===== src/design/lsp_pkg.sv =====
// Shared types and constants of the line sensor position estimator.
// Used by the controller, the datapath and the top level.
`timescale 1ns / 1ps

package lsp_pkg;

  localparam int RAW_W       = 12;
  localparam int LVL_W       = 11;
  localparam int POS_W       = 12;
  localparam int CFG_W       = 13;
  localparam int CFG_IDX_W   = 3;
  localparam int LEVEL_ONE   = 1024;
  localparam int FALLBACK_POS = 1536;

  typedef enum logic [1:0] {
    ACT_CAL_START = 2'd0,
    ACT_CAL_FRAME = 2'd1,
    ACT_MEASURE   = 2'd2,
    ACT_CAL_END   = 2'd3
  } act_t;

  typedef enum logic [CFG_IDX_W-1:0] {
    REG_DZ_LOW    = 3'd0,
    REG_DZ_HIGH   = 3'd1,
    REG_LOST_THR  = 3'd2,
    REG_NEW_WT    = 3'd3,
    REG_SIDE_THR  = 3'd4
  } reg_idx_t;

  typedef struct packed {
    logic accept;
    logic avg_go;
    logic nrm_go;
    logic lvl_wr;
    logic cen_go;
    logic cen_take;
    logic mul1;
    logic mul2;
    logic pos_ld;
    logic out_ld;
  } cmd_t;

  typedef struct packed {
    logic trigger;
    logic div_done;
    logic nrm_skip;
    logic nrm_fast;
    logic last;
    logic lost;
    logic den_zero;
    logic out_busy;
  } stat_t;

endpackage


===== src/design/lsp_div.sv =====
// Restoring unsigned divider, one quotient bit per cycle.
// Standalone; used by the datapath for the calibrated normalization and the centroid division.
`timescale 1ns / 1ps

module lsp_div #(
  parameter int W = 28
) (
  input  logic         clk,
  input  logic         rst_n,
  input  logic         start,
  input  logic [W-1:0] dividend,
  input  logic [W-1:0] divisor,
  output logic         done,
  output logic [W-1:0] quo
);

  localparam int CNT_W = $clog2(W);

  logic [W-1:0]     rem_r, rem_nxt;
  logic [W-1:0]     quo_r, quo_nxt;
  logic [W-1:0]     dvs_r;
  logic [CNT_W-1:0] cnt_r;
  logic             busy_r;
  logic             done_r;
  logic [W:0]       trial;

  always_comb begin
    trial   = {rem_r, quo_r[W-1]} - {1'b0, dvs_r};
    rem_nxt = trial[W] ? {rem_r[W-2:0], quo_r[W-1]} : trial[W-1:0];
    quo_nxt = {quo_r[W-2:0], ~trial[W]};
  end

  always_ff @(posedge clk) begin
    if (!rst_n) begin
      busy_r <= 1'b0;
      done_r <= 1'b0;
    end else begin
      done_r <= 1'b0;
      if (start) begin
        busy_r <= 1'b1;
      end else if (busy_r && cnt_r == '0) begin
        busy_r <= 1'b0;
        done_r <= 1'b1;
      end
    end
  end

  always_ff @(posedge clk) begin
    if (start) begin
      rem_r <= '0;
      quo_r <= dividend;
      dvs_r <= divisor;
      cnt_r <= CNT_W'(W - 1);
    end else if (busy_r) begin
      rem_r <= rem_nxt;
      quo_r <= quo_nxt;
      cnt_r <= cnt_r - 1'b1;
    end
  end

  assign done = done_r;
  assign quo  = quo_r;

endmodule


===== src/design/lsp_dp.sv =====
// Datapath: calibration ranges, frame sums, normalization, centroid,
// smoothing and the result register. Depends on lsp_pkg and lsp_div.
`timescale 1ns / 1ps

module lsp_dp #(
  parameter int SENSOR_COUNT   = 6,
  parameter int AVG_FRAMES     = 5,
  parameter int ADC_FULL_SCALE = 4095,
  parameter int IN_DW          = 72,
  parameter int OUT_DW         = 80
) (
  input  logic                            clk,
  input  logic                            rst_n,
  input  lsp_pkg::cmd_t                   cmd,
  output lsp_pkg::stat_t                  stat,
  input  logic [IN_DW-1:0]                in_tdata,
  input  logic [1:0]                      in_tuser,
  input  logic                            cfg_we,
  input  logic [lsp_pkg::CFG_IDX_W-1:0]   cfg_index,
  input  logic [lsp_pkg::CFG_W-1:0]       cfg_wdata,
  output logic                            out_tvalid,
  input  logic                            out_tready,
  output logic [OUT_DW-1:0]               out_tdata,
  output logic                            out_tuser
);
  import lsp_pkg::*;

  localparam int IDX_W  = $clog2(SENSOR_COUNT);
  localparam int WT_W   = IDX_W + 2;
  localparam int FR_W   = $clog2(AVG_FRAMES + 1);
  localparam int SUM_W  = $clog2(AVG_FRAMES * 4095 + 1);
  localparam int FS_W   = $clog2(ADC_FULL_SCALE + 1);
  localparam int CAL_W  = (FS_W > RAW_W) ? FS_W : RAW_W;
  localparam int NUM_W  = 12 + WT_W + IDX_W;
  localparam int DEN_W  = LVL_W + IDX_W + 1;
  localparam int DIV_W  = (NUM_W + 8 > CAL_W + 11) ? NUM_W + 8 : CAL_W + 11;
  localparam int CEN_W  = IDX_W + 9;
  localparam int ACC_W  = CEN_W + 12;
  localparam int S_W    = ACC_W - 8;

  // reciprocal constants for the divisions by AVG_FRAMES and by full scale
  localparam int     AVG_K   = SUM_W + 3;
  localparam int     AVG_M_W = AVG_K + 1;
  localparam int     AVG_M   = ((1 << AVG_K) + AVG_FRAMES - 1) / AVG_FRAMES;
  localparam int     AP_W    = SUM_W + AVG_M_W;
  localparam int     FS_K    = 2 * FS_W + 10;
  localparam int     FS_M_W  = FS_W + 12;
  localparam longint FS_M    = ((longint'(1) << FS_K) + longint'(ADC_FULL_SCALE) - 1) /
                               longint'(ADC_FULL_SCALE);
  localparam int     FP_W    = FS_W + FS_M_W;

  // configuration
  logic [LVL_W-1:0] dz_low_r, dz_high_r, side_thr_r;
  logic [12:0]      lost_thr_r;
  logic [8:0]       new_wt_r;

  // persistent state
  logic [CAL_W-1:0] cal_lo_r [SENSOR_COUNT];
  logic [CAL_W-1:0] cal_hi_r [SENSOR_COUNT];
  logic [SUM_W-1:0] sum_r    [SENSOR_COUNT];
  logic             calibrated_r;
  logic [FR_W-1:0]  frames_r;
  logic signed [POS_W-1:0] prev_r;

  // working registers
  logic [IDX_W-1:0]        idx_r;
  logic [RAW_W-1:0]        avg_r;
  logic [DIV_W-1:0]        fq_r;
  logic signed [NUM_W-1:0] num_r;
  logic [DEN_W-1:0]        den_r;
  logic                    nrm_skip_r, lost_r, neg_r;
  logic signed [CEN_W-1:0] cen_r;
  logic signed [ACC_W-1:0] acc_r;
  logic signed [POS_W-1:0] pos_r;
  logic [LVL_W-1:0]        lvl_r [SENSOR_COUNT];

  // result register
  logic                    out_valid_r;
  logic signed [POS_W-1:0] out_pos_r;
  logic                    out_lost_r;
  logic [LVL_W-1:0]        out_lvl_r [SENSOR_COUNT];

  logic [RAW_W-1:0] raw [SENSOR_COUNT];
  act_t             action;
  logic             trigger;

  logic             div_start, div_done;
  logic [DIV_W-1:0] div_a, div_b, div_q;

  logic [AP_W-1:0]  avg_prod;
  logic [FP_W-1:0]  fs_prod;
  logic [DIV_W-1:0] fs_q;
  logic [CAL_W-1:0] hi, lo;
  logic             nrm_skip;
  logic [DIV_W-1:0] nrm_a, nrm_b;

  logic [DIV_W-1:0]        v_raw;
  logic [LVL_W-1:0]        v_clamp, v;
  logic signed [WT_W-1:0]  wt;
  logic signed [NUM_W-1:0] prod_num;
  logic [NUM_W-1:0]        num_mag;
  logic                    lost, den_zero;

  logic [8:0]              w_eff, w_inv;
  logic signed [ACC_W-1:0] prod1, prod2, acc_adj;
  logic signed [S_W-1:0]   s;
  logic signed [POS_W-1:0] s_sat, fallback;
  logic signed [POS_W:0]   prev_x, side_x;

  always_comb begin
    for (int i = 0; i < SENSOR_COUNT; i++) begin
      raw[i] = in_tdata[RAW_W*i +: RAW_W];
    end
    action  = act_t'(in_tuser);
    trigger = (frames_r == FR_W'(AVG_FRAMES - 1));
  end

  // average by reciprocal multiplication, exact over the whole sum range
  always_comb begin
    avg_prod = AP_W'(sum_r[idx_r]) * AP_W'(AVG_M);
  end

  // normalization operands for the current sensor
  always_comb begin
    hi      = cal_hi_r[idx_r];
    lo      = cal_lo_r[idx_r];
    nrm_a   = DIV_W'(hi - CAL_W'(avg_r)) << 10;
    nrm_b   = DIV_W'(hi - lo);
    fs_prod = FP_W'(CAL_W'(ADC_FULL_SCALE) - CAL_W'(avg_r)) * FP_W'(FS_M);
    fs_q    = DIV_W'(fs_prod >> (FS_K - 10));
    if (calibrated_r) begin
      nrm_skip = (hi <= lo) || (CAL_W'(avg_r) >= hi);
    end else begin
      nrm_skip = (CAL_W'(avg_r) >= CAL_W'(ADC_FULL_SCALE));
    end
  end

  // clamp and deadzone; low test before high
  always_comb begin
    v_raw   = nrm_skip_r ? '0 : (calibrated_r ? div_q : fq_r);
    v_clamp = (v_raw > DIV_W'(LEVEL_ONE)) ? LVL_W'(LEVEL_ONE) : v_raw[LVL_W-1:0];
    v       = v_clamp;
    if (v < dz_low_r) v = '0;
    if (v > dz_high_r) v = LVL_W'(LEVEL_ONE);
    wt       = $signed({1'b0, idx_r, 1'b0}) - $signed(WT_W'(SENSOR_COUNT - 1));
    prod_num = NUM_W'($signed({1'b0, v}) * wt);
  end

  always_comb begin
    num_mag  = num_r[NUM_W-1] ? NUM_W'(-num_r) : NUM_W'(num_r);
    lost     = 32'(den_r) < 32'(lost_thr_r);
    den_zero = (den_r == '0);
  end

  always_comb begin
    div_start = (cmd.nrm_go && !nrm_skip && calibrated_r) ||
                (cmd.cen_go && !lost && !den_zero);
    if (cmd.nrm_go) begin
      div_a = nrm_a;
      div_b = nrm_b;
    end else begin
      div_a = DIV_W'(num_mag) << 8;
      div_b = DIV_W'(den_r);
    end
  end

  lsp_div #(.W(DIV_W)) u_div (
    .clk      (clk),
    .rst_n    (rst_n),
    .start    (div_start),
    .dividend (div_a),
    .divisor  (div_b),
    .done     (div_done),
    .quo      (div_q)
  );

  // smoothing and position
  always_comb begin
    w_eff   = (new_wt_r > 9'd256) ? 9'd256 : new_wt_r;
    w_inv   = 9'd256 - w_eff;
    prod1   = ACC_W'($signed({1'b0, w_eff}) * cen_r);
    prod2   = ACC_W'($signed({1'b0, w_inv}) * prev_r);
    acc_adj = acc_r[ACC_W-1] ? acc_r + ACC_W'(255) : acc_r;
    s       = S_W'(acc_adj >>> 8);
    if (s > $signed(S_W'(2047))) begin
      s_sat = POS_W'(2047);
    end else if (s < -$signed(S_W'(2048))) begin
      s_sat = -POS_W'(2048);
    end else begin
      s_sat = POS_W'(s);
    end
    prev_x = {prev_r[POS_W-1], prev_r};
    side_x = $signed({2'b00, side_thr_r});
    if (prev_x < -side_x) begin
      fallback = -POS_W'(FALLBACK_POS);
    end else begin
      fallback = POS_W'(FALLBACK_POS);
    end
  end

  always_ff @(posedge clk) begin
    if (!rst_n) begin
      dz_low_r     <= LVL_W'(102);
      dz_high_r    <= LVL_W'(922);
      lost_thr_r   <= 13'd31;
      new_wt_r     <= 9'd179;
      side_thr_r   <= LVL_W'(51);
      calibrated_r <= 1'b0;
      frames_r     <= '0;
      prev_r       <= '0;
      out_valid_r  <= 1'b0;
      for (int i = 0; i < SENSOR_COUNT; i++) begin
        cal_lo_r[i] <= CAL_W'(ADC_FULL_SCALE);
        cal_hi_r[i] <= '0;
        sum_r[i]    <= '0;
      end
    end else begin
      if (cfg_we) begin
        case (cfg_index)
          REG_DZ_LOW:   dz_low_r   <= cfg_wdata[LVL_W-1:0];
          REG_DZ_HIGH:  dz_high_r  <= cfg_wdata[LVL_W-1:0];
          REG_LOST_THR: lost_thr_r <= cfg_wdata;
          REG_NEW_WT:   new_wt_r   <= cfg_wdata[8:0];
          REG_SIDE_THR: side_thr_r <= cfg_wdata[LVL_W-1:0];
          default: ;
        endcase
      end
      if (cmd.accept) begin
        case (action)
          ACT_CAL_START: begin
            calibrated_r <= 1'b0;
            for (int i = 0; i < SENSOR_COUNT; i++) begin
              cal_lo_r[i] <= CAL_W'(ADC_FULL_SCALE);
              cal_hi_r[i] <= '0;
            end
          end
          ACT_CAL_FRAME: begin
            for (int i = 0; i < SENSOR_COUNT; i++) begin
              if (CAL_W'(raw[i]) < cal_lo_r[i]) cal_lo_r[i] <= CAL_W'(raw[i]);
              if (CAL_W'(raw[i]) > cal_hi_r[i]) cal_hi_r[i] <= CAL_W'(raw[i]);
            end
          end
          ACT_CAL_END: calibrated_r <= 1'b1;
          ACT_MEASURE: begin
            for (int i = 0; i < SENSOR_COUNT; i++) begin
              sum_r[i] <= sum_r[i] + SUM_W'(raw[i]);
            end
            frames_r <= trigger ? '0 : frames_r + 1'b1;
          end
          default: ;
        endcase
      end
      if (cmd.lvl_wr) sum_r[idx_r] <= '0;
      if (cmd.pos_ld && !lost_r) prev_r <= s_sat;
      if (cmd.out_ld) begin
        out_valid_r <= 1'b1;
      end else if (out_valid_r && out_tready) begin
        out_valid_r <= 1'b0;
      end
    end
  end

  always_ff @(posedge clk) begin
    if (cmd.accept && trigger) begin
      idx_r <= '0;
      num_r <= '0;
      den_r <= '0;
    end
    if (cmd.avg_go) avg_r <= avg_prod[AVG_K +: RAW_W];
    if (cmd.nrm_go) begin
      nrm_skip_r <= nrm_skip;
      fq_r       <= fs_q;
    end
    if (cmd.lvl_wr) begin
      lvl_r[idx_r] <= v;
      num_r        <= num_r + prod_num;
      den_r        <= den_r + DEN_W'(v);
      idx_r        <= idx_r + 1'b1;
    end
    if (cmd.cen_go) begin
      lost_r <= lost;
      neg_r  <= num_r[NUM_W-1];
      cen_r  <= '0;
    end
    if (cmd.cen_take) begin
      cen_r <= neg_r ? -$signed(div_q[CEN_W-1:0]) : $signed(div_q[CEN_W-1:0]);
    end
    if (cmd.mul1) acc_r <= prod1;
    if (cmd.mul2) acc_r <= acc_r + prod2;
    if (cmd.pos_ld) pos_r <= lost_r ? fallback : s_sat;
    if (cmd.out_ld) begin
      out_pos_r  <= pos_r;
      out_lost_r <= lost_r;
      for (int i = 0; i < SENSOR_COUNT; i++) begin
        out_lvl_r[i] <= lvl_r[i];
      end
    end
  end

  always_comb begin
    out_tdata = '0;
    out_tdata[POS_W-1:0] = out_pos_r;
    for (int i = 0; i < SENSOR_COUNT; i++) begin
      out_tdata[POS_W + LVL_W*i +: LVL_W] = out_lvl_r[i];
    end
  end

  assign out_tuser  = out_lost_r;
  assign out_tvalid = out_valid_r;

  always_comb begin
    stat.trigger  = (action == ACT_MEASURE) && trigger;
    stat.div_done = div_done;
    stat.nrm_skip = nrm_skip;
    stat.nrm_fast = !calibrated_r;
    stat.last     = (idx_r == IDX_W'(SENSOR_COUNT - 1));
    stat.lost     = lost;
    stat.den_zero = den_zero;
    stat.out_busy = out_valid_r && !out_tready;
  end

endmodule


===== src/design/lsp_ctrl.sv =====
// Controller: sequences per-sensor average, normalization and level steps,
// then centroid, smoothing and result load. Depends on lsp_pkg.
`timescale 1ns / 1ps

module lsp_ctrl (
  input  logic           clk,
  input  logic           rst_n,
  input  logic           in_tvalid,
  output logic           in_tready,
  input  lsp_pkg::stat_t stat,
  output lsp_pkg::cmd_t  cmd
);
  import lsp_pkg::*;

  typedef enum logic [10:0] {
    S_IDLE     = 11'b000_0000_0001,
    S_AVG_GO   = 11'b000_0000_0010,
    S_NRM_GO   = 11'b000_0000_0100,
    S_NRM_WAIT = 11'b000_0000_1000,
    S_LVL      = 11'b000_0001_0000,
    S_CEN_GO   = 11'b000_0010_0000,
    S_CEN_WAIT = 11'b000_0100_0000,
    S_MUL1     = 11'b000_1000_0000,
    S_MUL2     = 11'b001_0000_0000,
    S_POS      = 11'b010_0000_0000,
    S_OUT      = 11'b100_0000_0000
  } state_t;

  state_t state_r, state_nxt;

  assign in_tready = (state_r == S_IDLE);

  always_comb begin
    state_nxt    = state_r;
    cmd          = '0;
    cmd.accept   = in_tvalid && in_tready;
    case (state_r)
      S_IDLE: begin
        if (cmd.accept && stat.trigger) state_nxt = S_AVG_GO;
      end
      S_AVG_GO: begin
        cmd.avg_go = 1'b1;
        state_nxt  = S_NRM_GO;
      end
      S_NRM_GO: begin
        cmd.nrm_go = 1'b1;
        state_nxt  = (stat.nrm_skip || stat.nrm_fast) ? S_LVL : S_NRM_WAIT;
      end
      S_NRM_WAIT: begin
        if (stat.div_done) state_nxt = S_LVL;
      end
      S_LVL: begin
        cmd.lvl_wr = 1'b1;
        state_nxt  = stat.last ? S_CEN_GO : S_AVG_GO;
      end
      S_CEN_GO: begin
        cmd.cen_go = 1'b1;
        if (stat.lost) begin
          state_nxt = S_POS;
        end else if (stat.den_zero) begin
          state_nxt = S_MUL1;
        end else begin
          state_nxt = S_CEN_WAIT;
        end
      end
      S_CEN_WAIT: begin
        if (stat.div_done) begin
          cmd.cen_take = 1'b1;
          state_nxt    = S_MUL1;
        end
      end
      S_MUL1: begin
        cmd.mul1  = 1'b1;
        state_nxt = S_MUL2;
      end
      S_MUL2: begin
        cmd.mul2  = 1'b1;
        state_nxt = S_POS;
      end
      S_POS: begin
        cmd.pos_ld = 1'b1;
        state_nxt  = S_OUT;
      end
      S_OUT: begin
        // hold until the result register frees up
        if (!stat.out_busy) begin
          cmd.out_ld = 1'b1;
          state_nxt  = S_IDLE;
        end
      end
      default: state_nxt = S_IDLE;
    endcase
  end

  always_ff @(posedge clk) begin
    if (!rst_n) begin
      state_r <= S_IDLE;
    end else begin
      state_r <= state_nxt;
    end
  end

`ifndef SYNTH
  a_done_in_wait: assert property (@(posedge clk) disable iff (!rst_n)
    stat.div_done |-> (state_r == S_NRM_WAIT || state_r == S_CEN_WAIT))
    else $error("divider finished outside a wait state");
  a_last_to_cen: assert property (@(posedge clk) disable iff (!rst_n)
    (state_r == S_LVL && stat.last) |=> (state_r == S_CEN_GO))
    else $error("last level did not start centroid");
  a_out_free: assert property (@(posedge clk) disable iff (!rst_n)
    cmd.out_ld |-> !stat.out_busy)
    else $error("result loaded over a pending transaction");
  a_pos_then_out: assert property (@(posedge clk) disable iff (!rst_n)
    cmd.pos_ld |=> (state_r == S_OUT))
    else $error("position load not followed by result stage");
`endif

endmodule


===== src/design/line_sensor_position_estimator.sv =====
// Top level of the line sensor position estimator.
// Joins lsp_ctrl and lsp_dp; depends on lsp_pkg.
//
//  channel | direction | tdata                         | tuser
//  in_     | slave     | raw_0..raw_N-1, 12 bit each   | action (2 bit)
//  out_    | master    | position 12, level_0..N-1 11  | line_lost
//  cfg_    | write     | cfg_wdata 13 bit, cfg_index   | -
//
// Calibration frames and non-final measure frames are accepted without a stall.
// The final frame of an averaging run holds in_tready low while the controller
// works through every sensor, the centroid, smoothing and the result load, using the
// shared bit-serial divider; uncalibrated levels bypass the divider.
// Reset restores register defaults, calibration, sums and the previous position.
// A stalled result holds in its register while the next frames are accepted.
`timescale 1ns / 1ps

module line_sensor_position_estimator #(
  parameter int SENSOR_COUNT   = 6,
  parameter int AVG_FRAMES     = 5,
  parameter int ADC_FULL_SCALE = 4095
) (
  input  logic                          clk,
  input  logic                          rst_n,
  input  logic                          in_tvalid,
  output logic                          in_tready,
  // raw_0 .. raw_(SENSOR_COUNT-1), 12 bit each, from bit 0 up
  input  logic [((12*SENSOR_COUNT+7)/8)*8-1:0] in_tdata,
  // action
  input  logic [1:0]                    in_tuser,
  output logic                          out_tvalid,
  input  logic                          out_tready,
  // position (12, signed), level_0 .. level_(SENSOR_COUNT-1) (11 each), from bit 0 up
  output logic [((12+11*SENSOR_COUNT+7)/8)*8-1:0] out_tdata,
  // line_lost
  output logic                          out_tuser,
  input  logic                          cfg_we,
  input  logic [lsp_pkg::CFG_IDX_W-1:0] cfg_index,
  input  logic [lsp_pkg::CFG_W-1:0]     cfg_wdata
);
  import lsp_pkg::*;

  localparam int IN_DW  = ((12 * SENSOR_COUNT + 7) / 8) * 8;
  localparam int OUT_DW = ((12 + 11 * SENSOR_COUNT + 7) / 8) * 8;

  cmd_t  cmd;
  stat_t stat;

  lsp_ctrl u_ctrl (
    .clk       (clk),
    .rst_n     (rst_n),
    .in_tvalid (in_tvalid),
    .in_tready (in_tready),
    .stat      (stat),
    .cmd       (cmd)
  );

  lsp_dp #(
    .SENSOR_COUNT   (SENSOR_COUNT),
    .AVG_FRAMES     (AVG_FRAMES),
    .ADC_FULL_SCALE (ADC_FULL_SCALE),
    .IN_DW          (IN_DW),
    .OUT_DW         (OUT_DW)
  ) u_dp (
    .clk        (clk),
    .rst_n      (rst_n),
    .cmd        (cmd),
    .stat       (stat),
    .in_tdata   (in_tdata),
    .in_tuser   (in_tuser),
    .cfg_we     (cfg_we),
    .cfg_index  (cfg_index),
    .cfg_wdata  (cfg_wdata),
    .out_tvalid (out_tvalid),
    .out_tready (out_tready),
    .out_tdata  (out_tdata),
    .out_tuser  (out_tuser)
  );

endmodule


===== config.mk =====
export PLATFORM = sky130hd
export DESIGN_NAME = line_sensor_position_estimator
export DESIGN_NICKNAME = d
export VERILOG_FILES = /design/src/design/lsp_pkg.sv /design/src/design/lsp_div.sv /design/src/design/lsp_dp.sv /design/src/design/lsp_ctrl.sv /design/src/design/line_sensor_position_estimator.sv
export SDC_FILE = /design/constraint.sdc
export NUM_CORES = 2
export LEC_CHECK = 0
export BUFFER_PORTS_ARGS = -buffer_cell sky130_fd_sc_hd__buf_2
export CORE_MARGIN = 10
export CORE_UTILIZATION = 55
export CTS_BUF_LIST = sky130_fd_sc_hd__clkbuf_16
export CTS_CLUSTER_SIZE = 20
export DETAILED_ROUTE_END_ITERATION = 8
export MAX_ROUTING_LAYER = met4
export PLACE_DENSITY = 0.79
export SLEW_MARGIN = 20
export SYNTH_ARGS = -nofsm -noshare
export SYNTH_HDL_FRONTEND = slang
export SYNTH_HIERARCHICAL = 1
export SYNTH_SLANG_ARGS = --single-unit
export TNS_END_PERCENT = 20

===== constraint.sdc =====
create_clock -name clk -period 28.8 [get_ports clk]
set_input_delay 4.32 -clock clk [delete_from_list [all_inputs] [get_ports clk]]
set_output_delay 4.32 -clock clk [all_outputs]
set_load 0.01 [all_outputs]

==> metrics list <==
* Global-route wire length before repair: between 200 and 250 mm
- The number of setup buffers added after CTS is 0.
- Via count: 40000
- Fill cells in the final layout number roughly 8000.
- Summing all multi-input logic gate instances after layout gives between 30000 and 40000 um2.
* Setup Skew: approximately 0.033 ns
- Across the whole layout, storage elements account for between 15000 and 20000 um2.
- Library cells used by synthesis: between 90 and 100
- Summed over all layers, the global routing overflow is 0.
* Static Leak: about 26 nW
* Hold buffers post-CTS: 0
* Hold Path End: u_dp/out_lvl_r[2][10]$_DFFE_PP_
- Number of DRC violations after detailed routing: 0
- For this design the top-level I/O count stands at around 180.
- Synthesized instance count: around 5400
* Clk slew on worst S/H paths: around 0.06 ns
- Max Cap Viol: 0
- Counting stages on the worst path, the most repeated cell is fa_1.
- Data on the critical path is required at its endpoint by approximately 29 ns.
* Top cell type by total area after synthesis: edfxtp_1
* Register-to-Register Setup Slack: ~18 ns
- In this run the critical register-to-register path is launched from u_dp/calibrated_r$_SDFFE_PN0P_.
- Multiplexer cells account for ~3.9% of the synthesized area.
* TritonCTS clock tree: done
- The number of max-slew violations in the final report was 0.
* Synth top cells by count: inv_1, ha_1, nand2_1, edfxtp_1, fa_1
- In this run the remaining antenna-violating nets after routing total 0.
- Worst IR drop on VDD: approximately 0.05 mV
- Depth of the worst hold-timing path: 0
- Post-synthesis adder-cell area fraction: about a quarter
- STA classifies the critical path startpoint as a flip-flop.
* Initial standard-cell utilization of the core: between 50% and 60%
* # port buffers: 175
- H-tree depth: 3
* Detailed-route wire length: 139 mm
- Number of resized instances in the post-cts repair step: 0
- The worst hold path belongs to the class flip-flop to flip-flop.
- Before antenna repair, the detailed router went through 8 iterations.
- Average routed wire per standard cell: 20.3 um
- Setup repair after global routing left no endpoint under its margin.
- Final Hold Viols: 0
* GR met1 Demand/Resource: between 30% and 40%
- The share of the Yosys chip area taken by registers is roughly a third.
* Met3 usage: under 10%
- The synthesized netlist devotes approximately 15% of its cell area to simple gates.
* Initial antenna violation count: 6
* Area added between synthesis and finish: 8.65%
- CP Launch Point: u_dp/calibrated_r$_SDFFE_PN0P_
- In this run the standard cell core region covers about 97000 um2.
- Timing would allow up to 88.6 MHz.
- Counting cells, the worst reg-to-reg path comes to 40.
- Number of buffers created by CTS: 75
- Routability-driven placement finished with a final weighted congestion of slightly below 1.
- The root buffer cell chosen for the clock tree is clkbuf_16.
- Mean instance size in the synthesized netlist: roughly 10 um2
- No sink is reached through more buffers than the 3 on the longest clock path.
* Final-layout setup total negative slack: 0 ns
* Number of global-route vias before repair: slightly above 40000
* Layer carrying the most global-route usage: met2
- Data on the critical path arrives at its endpoint at ~12 ns.
- Sw Ratio: 26.7%
- Slew @ Worst Pin: 1.12 ns
- The internal power of the cells totals ~1.7 mW.
* Buf+Inv Stages, Crit Path: 5
* Share of the synthesized area in the top cell type: 25.7%
- Detailed placement finished with a half-perimeter wire length of about 110 mm.
- Clock latency on the worst-skew pair: about 0.65 ns
- Delay of the slowest cell on the worst path: 0.81 ns
- The worst path uses about two fifths of the clock period.
- Per report_power, the clock group accounts for ~40% of the total.
* Combinational fraction of design power: between 10 and 15%
* Placed cell count: about 6700
- Netlist area before placement: between 50000 and 60000 um2
- Net Switching: roughly 0.63 mW
* Number of warnings issued by yosys: 6
* Critical R2R Capture: u_dp/num_r[19]$_SDFFCE_PN0N_
- The critical path is of the flip-flop to flip-flop type.
- Horizontal die dimension: between 300 and 400 um
- CP max-delay cell: dfxtp_1
* Number of enable flip-flop cells after synthesis: between 400 and 500
- PwrDens: ~40 nW/um2
- Flop pwr share: 45.2%
- The die is between 300 and 400 um tall.
* Final Setup Violations: 0
- Endpoint kind of the worst setup timing path: flip-flop
- Of the total synthesized cell area, the portion taken by XOR and XNOR cells is 3.91%.
* Non-filler instance count after layout: between 6000 and 7000
- Synth Area in Compound Gates: ~11%
* Top cell family by delay on the critical path: compound AO/OA/AOI/OAI gates
* Number of DRC markers in iteration 0: 3558
- Entering global routing, the biggest net connects between 70 and 80 pins.
* Clock sink count: 668
- Total number of nets in the final design: between 6000 and 7000
- Ranked by total cell area, the synthesized netlist is headed by edfxtp_1, ha_1, fa_1.
- inv_1 is the most common cell in the netlist.
* Die area: between 100000 and 150000 um2
- Time the final worst path needs with I/O delays and setup: 11.29 ns
- Biggest fanout along the worst timing path: 47
- Floorplan row count: approximately 110
* Fraction of layout cells with a size suffix above 1: between 8 and 9%
- Dividing the detail-routed via count by the number of cells gives approximately 5.8.
* Start point of the worst min-delay path: u_dp/lvl_r[2][10]$_DFFE_PP_
- Global routing used between 40 and 50% of the available met2 tracks.
- After synthesis, the largest family of logic cells by area is adder cells.
* Synthesis-stage register bit count: between 600 and 700
- After synthesis, the share of flip-flops with an asynchronous set or reset is 0%.
* Result of the run: finished, final reports clean
- The most used flip-flop cell after synthesis is edfxtp_1.
- In the global route stage, overall resource usage came out at between 20 and 30%.
* Slew HR: between 20% and 30%
-- area by class of cell --
class | instances | share of cell area, %
inverter | 707 | 4.57
sequential | 668 | 30.9
multi-input combinational | 3843 | 55.4
clock buffer | 78 | 3.36
tap | 1276 | 2.75
clock inverter | 56 | 0.801
antenna | 3 | 0.0129
timing repair buffer | 226 | 2.20
-- worst max path at each step --
stage | slack [ns] | end | cells after the start
global route | 16.74 | u_dp/num_r[19]$_SDFFCE_PN0N_ | 40
detailed placement | 17.68 | u_dp/num_r[19]$_SDFFCE_PN0N_ | 39
finish | 17.51 | u_dp/num_r[19]$_SDFFCE_PN0N_ | 40
floorplan | 15.48 | u_dp/out_lvl_r[0][0]$_DFFE_PP_ | 2
global placement | 17.96 | u_dp/num_r[19]$_SDFFCE_PN0N_ | 39
CTS | 17.64 | u_dp/num_r[19]$_SDFFCE_PN0N_ | 39
-- registers in the layout, indices dropped and copies added (netlist names), 12 cells and up, named ones only --
signal            count
u_dp/cen_r           12
u_dp/cal_hi_r        72
u_dp/lost_thr_r      13
u_dp/out_pos_r       12
u_dp/u_div/dvs_r     28
u_dp/lvl_r           66
u_dp/num_r           20
u_dp/den_r           15
u_dp/pos_r           12
u_dp/avg_r           12
u_dp/out_lvl_r       66
u_dp/sum_r           90
u_dp/prev_r          12
u_dp/u_div/quo       28
u_dp/cal_lo_r        72
u_dp/acc_r           24
u_dp/u_div/rem_r     28
-- per-layer routing --
layer	part of all wire, %	vias up
li1	-	18700
met1	40	19400
met2	47	1484
met3	6.4	384
met4	5.8	0
met5	0	-
-- power by group through the flow --
stage | Sequential [mW] | Clock, mW | Combinational (mW)
after global placement | 1.08 | 0 | 0.314
after global routing | 1.06 | 1.00 | 0.372
final | 1.06 | 0.954 | 0.334
after floorplan | 1.07 | 0 | 0.240
after detailed placement | 1.08 | 0 | 0.323
after CTS | 1.06 | 0.970 | 0.327
-- cells in the final DEF, fill, tap and decap left out, types with 30 or more instances in the layout --
cell / count
nor2_1: 284
a211oi_1: 52
a21o_1: 119
dfxtp_1: 208
mux4_2: 39
o21a_1: 30
mux2_2: 34
nor3_1: 94
buf_2: 175
nand2_1: 498
nand4_1: 39
mux2i_1: 79
xor2_1: 66
and2_1: 227
nor2b_1: 62
clkbuf_16: 78
nand2b_1: 127
nand3_1: 79
o211ai_1: 43
or3_1: 34
o21ai_0: 169
a21oi_1: 312
fa_1: 326
edfxtp_1: 457
inv_1: 724
ha_1: 597
buf_4: 49
o21bai_1: 33
xnor2_1: 170
-- metrics by stage --
step	area (um2)	total power, mW	hold WS [ns]	util [%]	worst slack, ns
after floorplan	53500	1.31	0.400	-	15.48
after global placement	55600	1.40	0.401	57.6	17.96
after detailed placement	55600	1.41	0.405	57.6	17.68
after CTS	58000	2.36	0.411	60.1	17.64
after global routing	58100	2.44	0.423	60.1	16.74
final	58100	2.35	0.409	60.1	17.51
-- cells by family (layout without fill, tap and decap cells) --
| logic type | after synthesis | count (layout) |
|---|---|---|
| and+or+nand+nor | 1587 | 1587 |
| AOI/OAI and AO/OA | 931 | 931 |
| buffers and inverters | 901 | 1067 |
| xor gates and xnor gates | 238 | 238 |
| DFF | 668 | 668 |
| adders and majority gates | 924 | 924 |
| other | 1 | 13 |
| muxes | 153 | 153 |
-- worst register-to-register path: cells and delay by family (launching register included) --
kind	cells	cell delay, ns
buffers and inverters	5	0.84
adder cells (fa/ha/maj)	7	2.94
flip-flops	1	0.81
AND/OR/NAND/NOR	11	2.69
XOR/XNOR	1	0.13
AO/OA/AOI/OAI	16	3.67
Note: power is estimated with default switching activity, not from simulation.
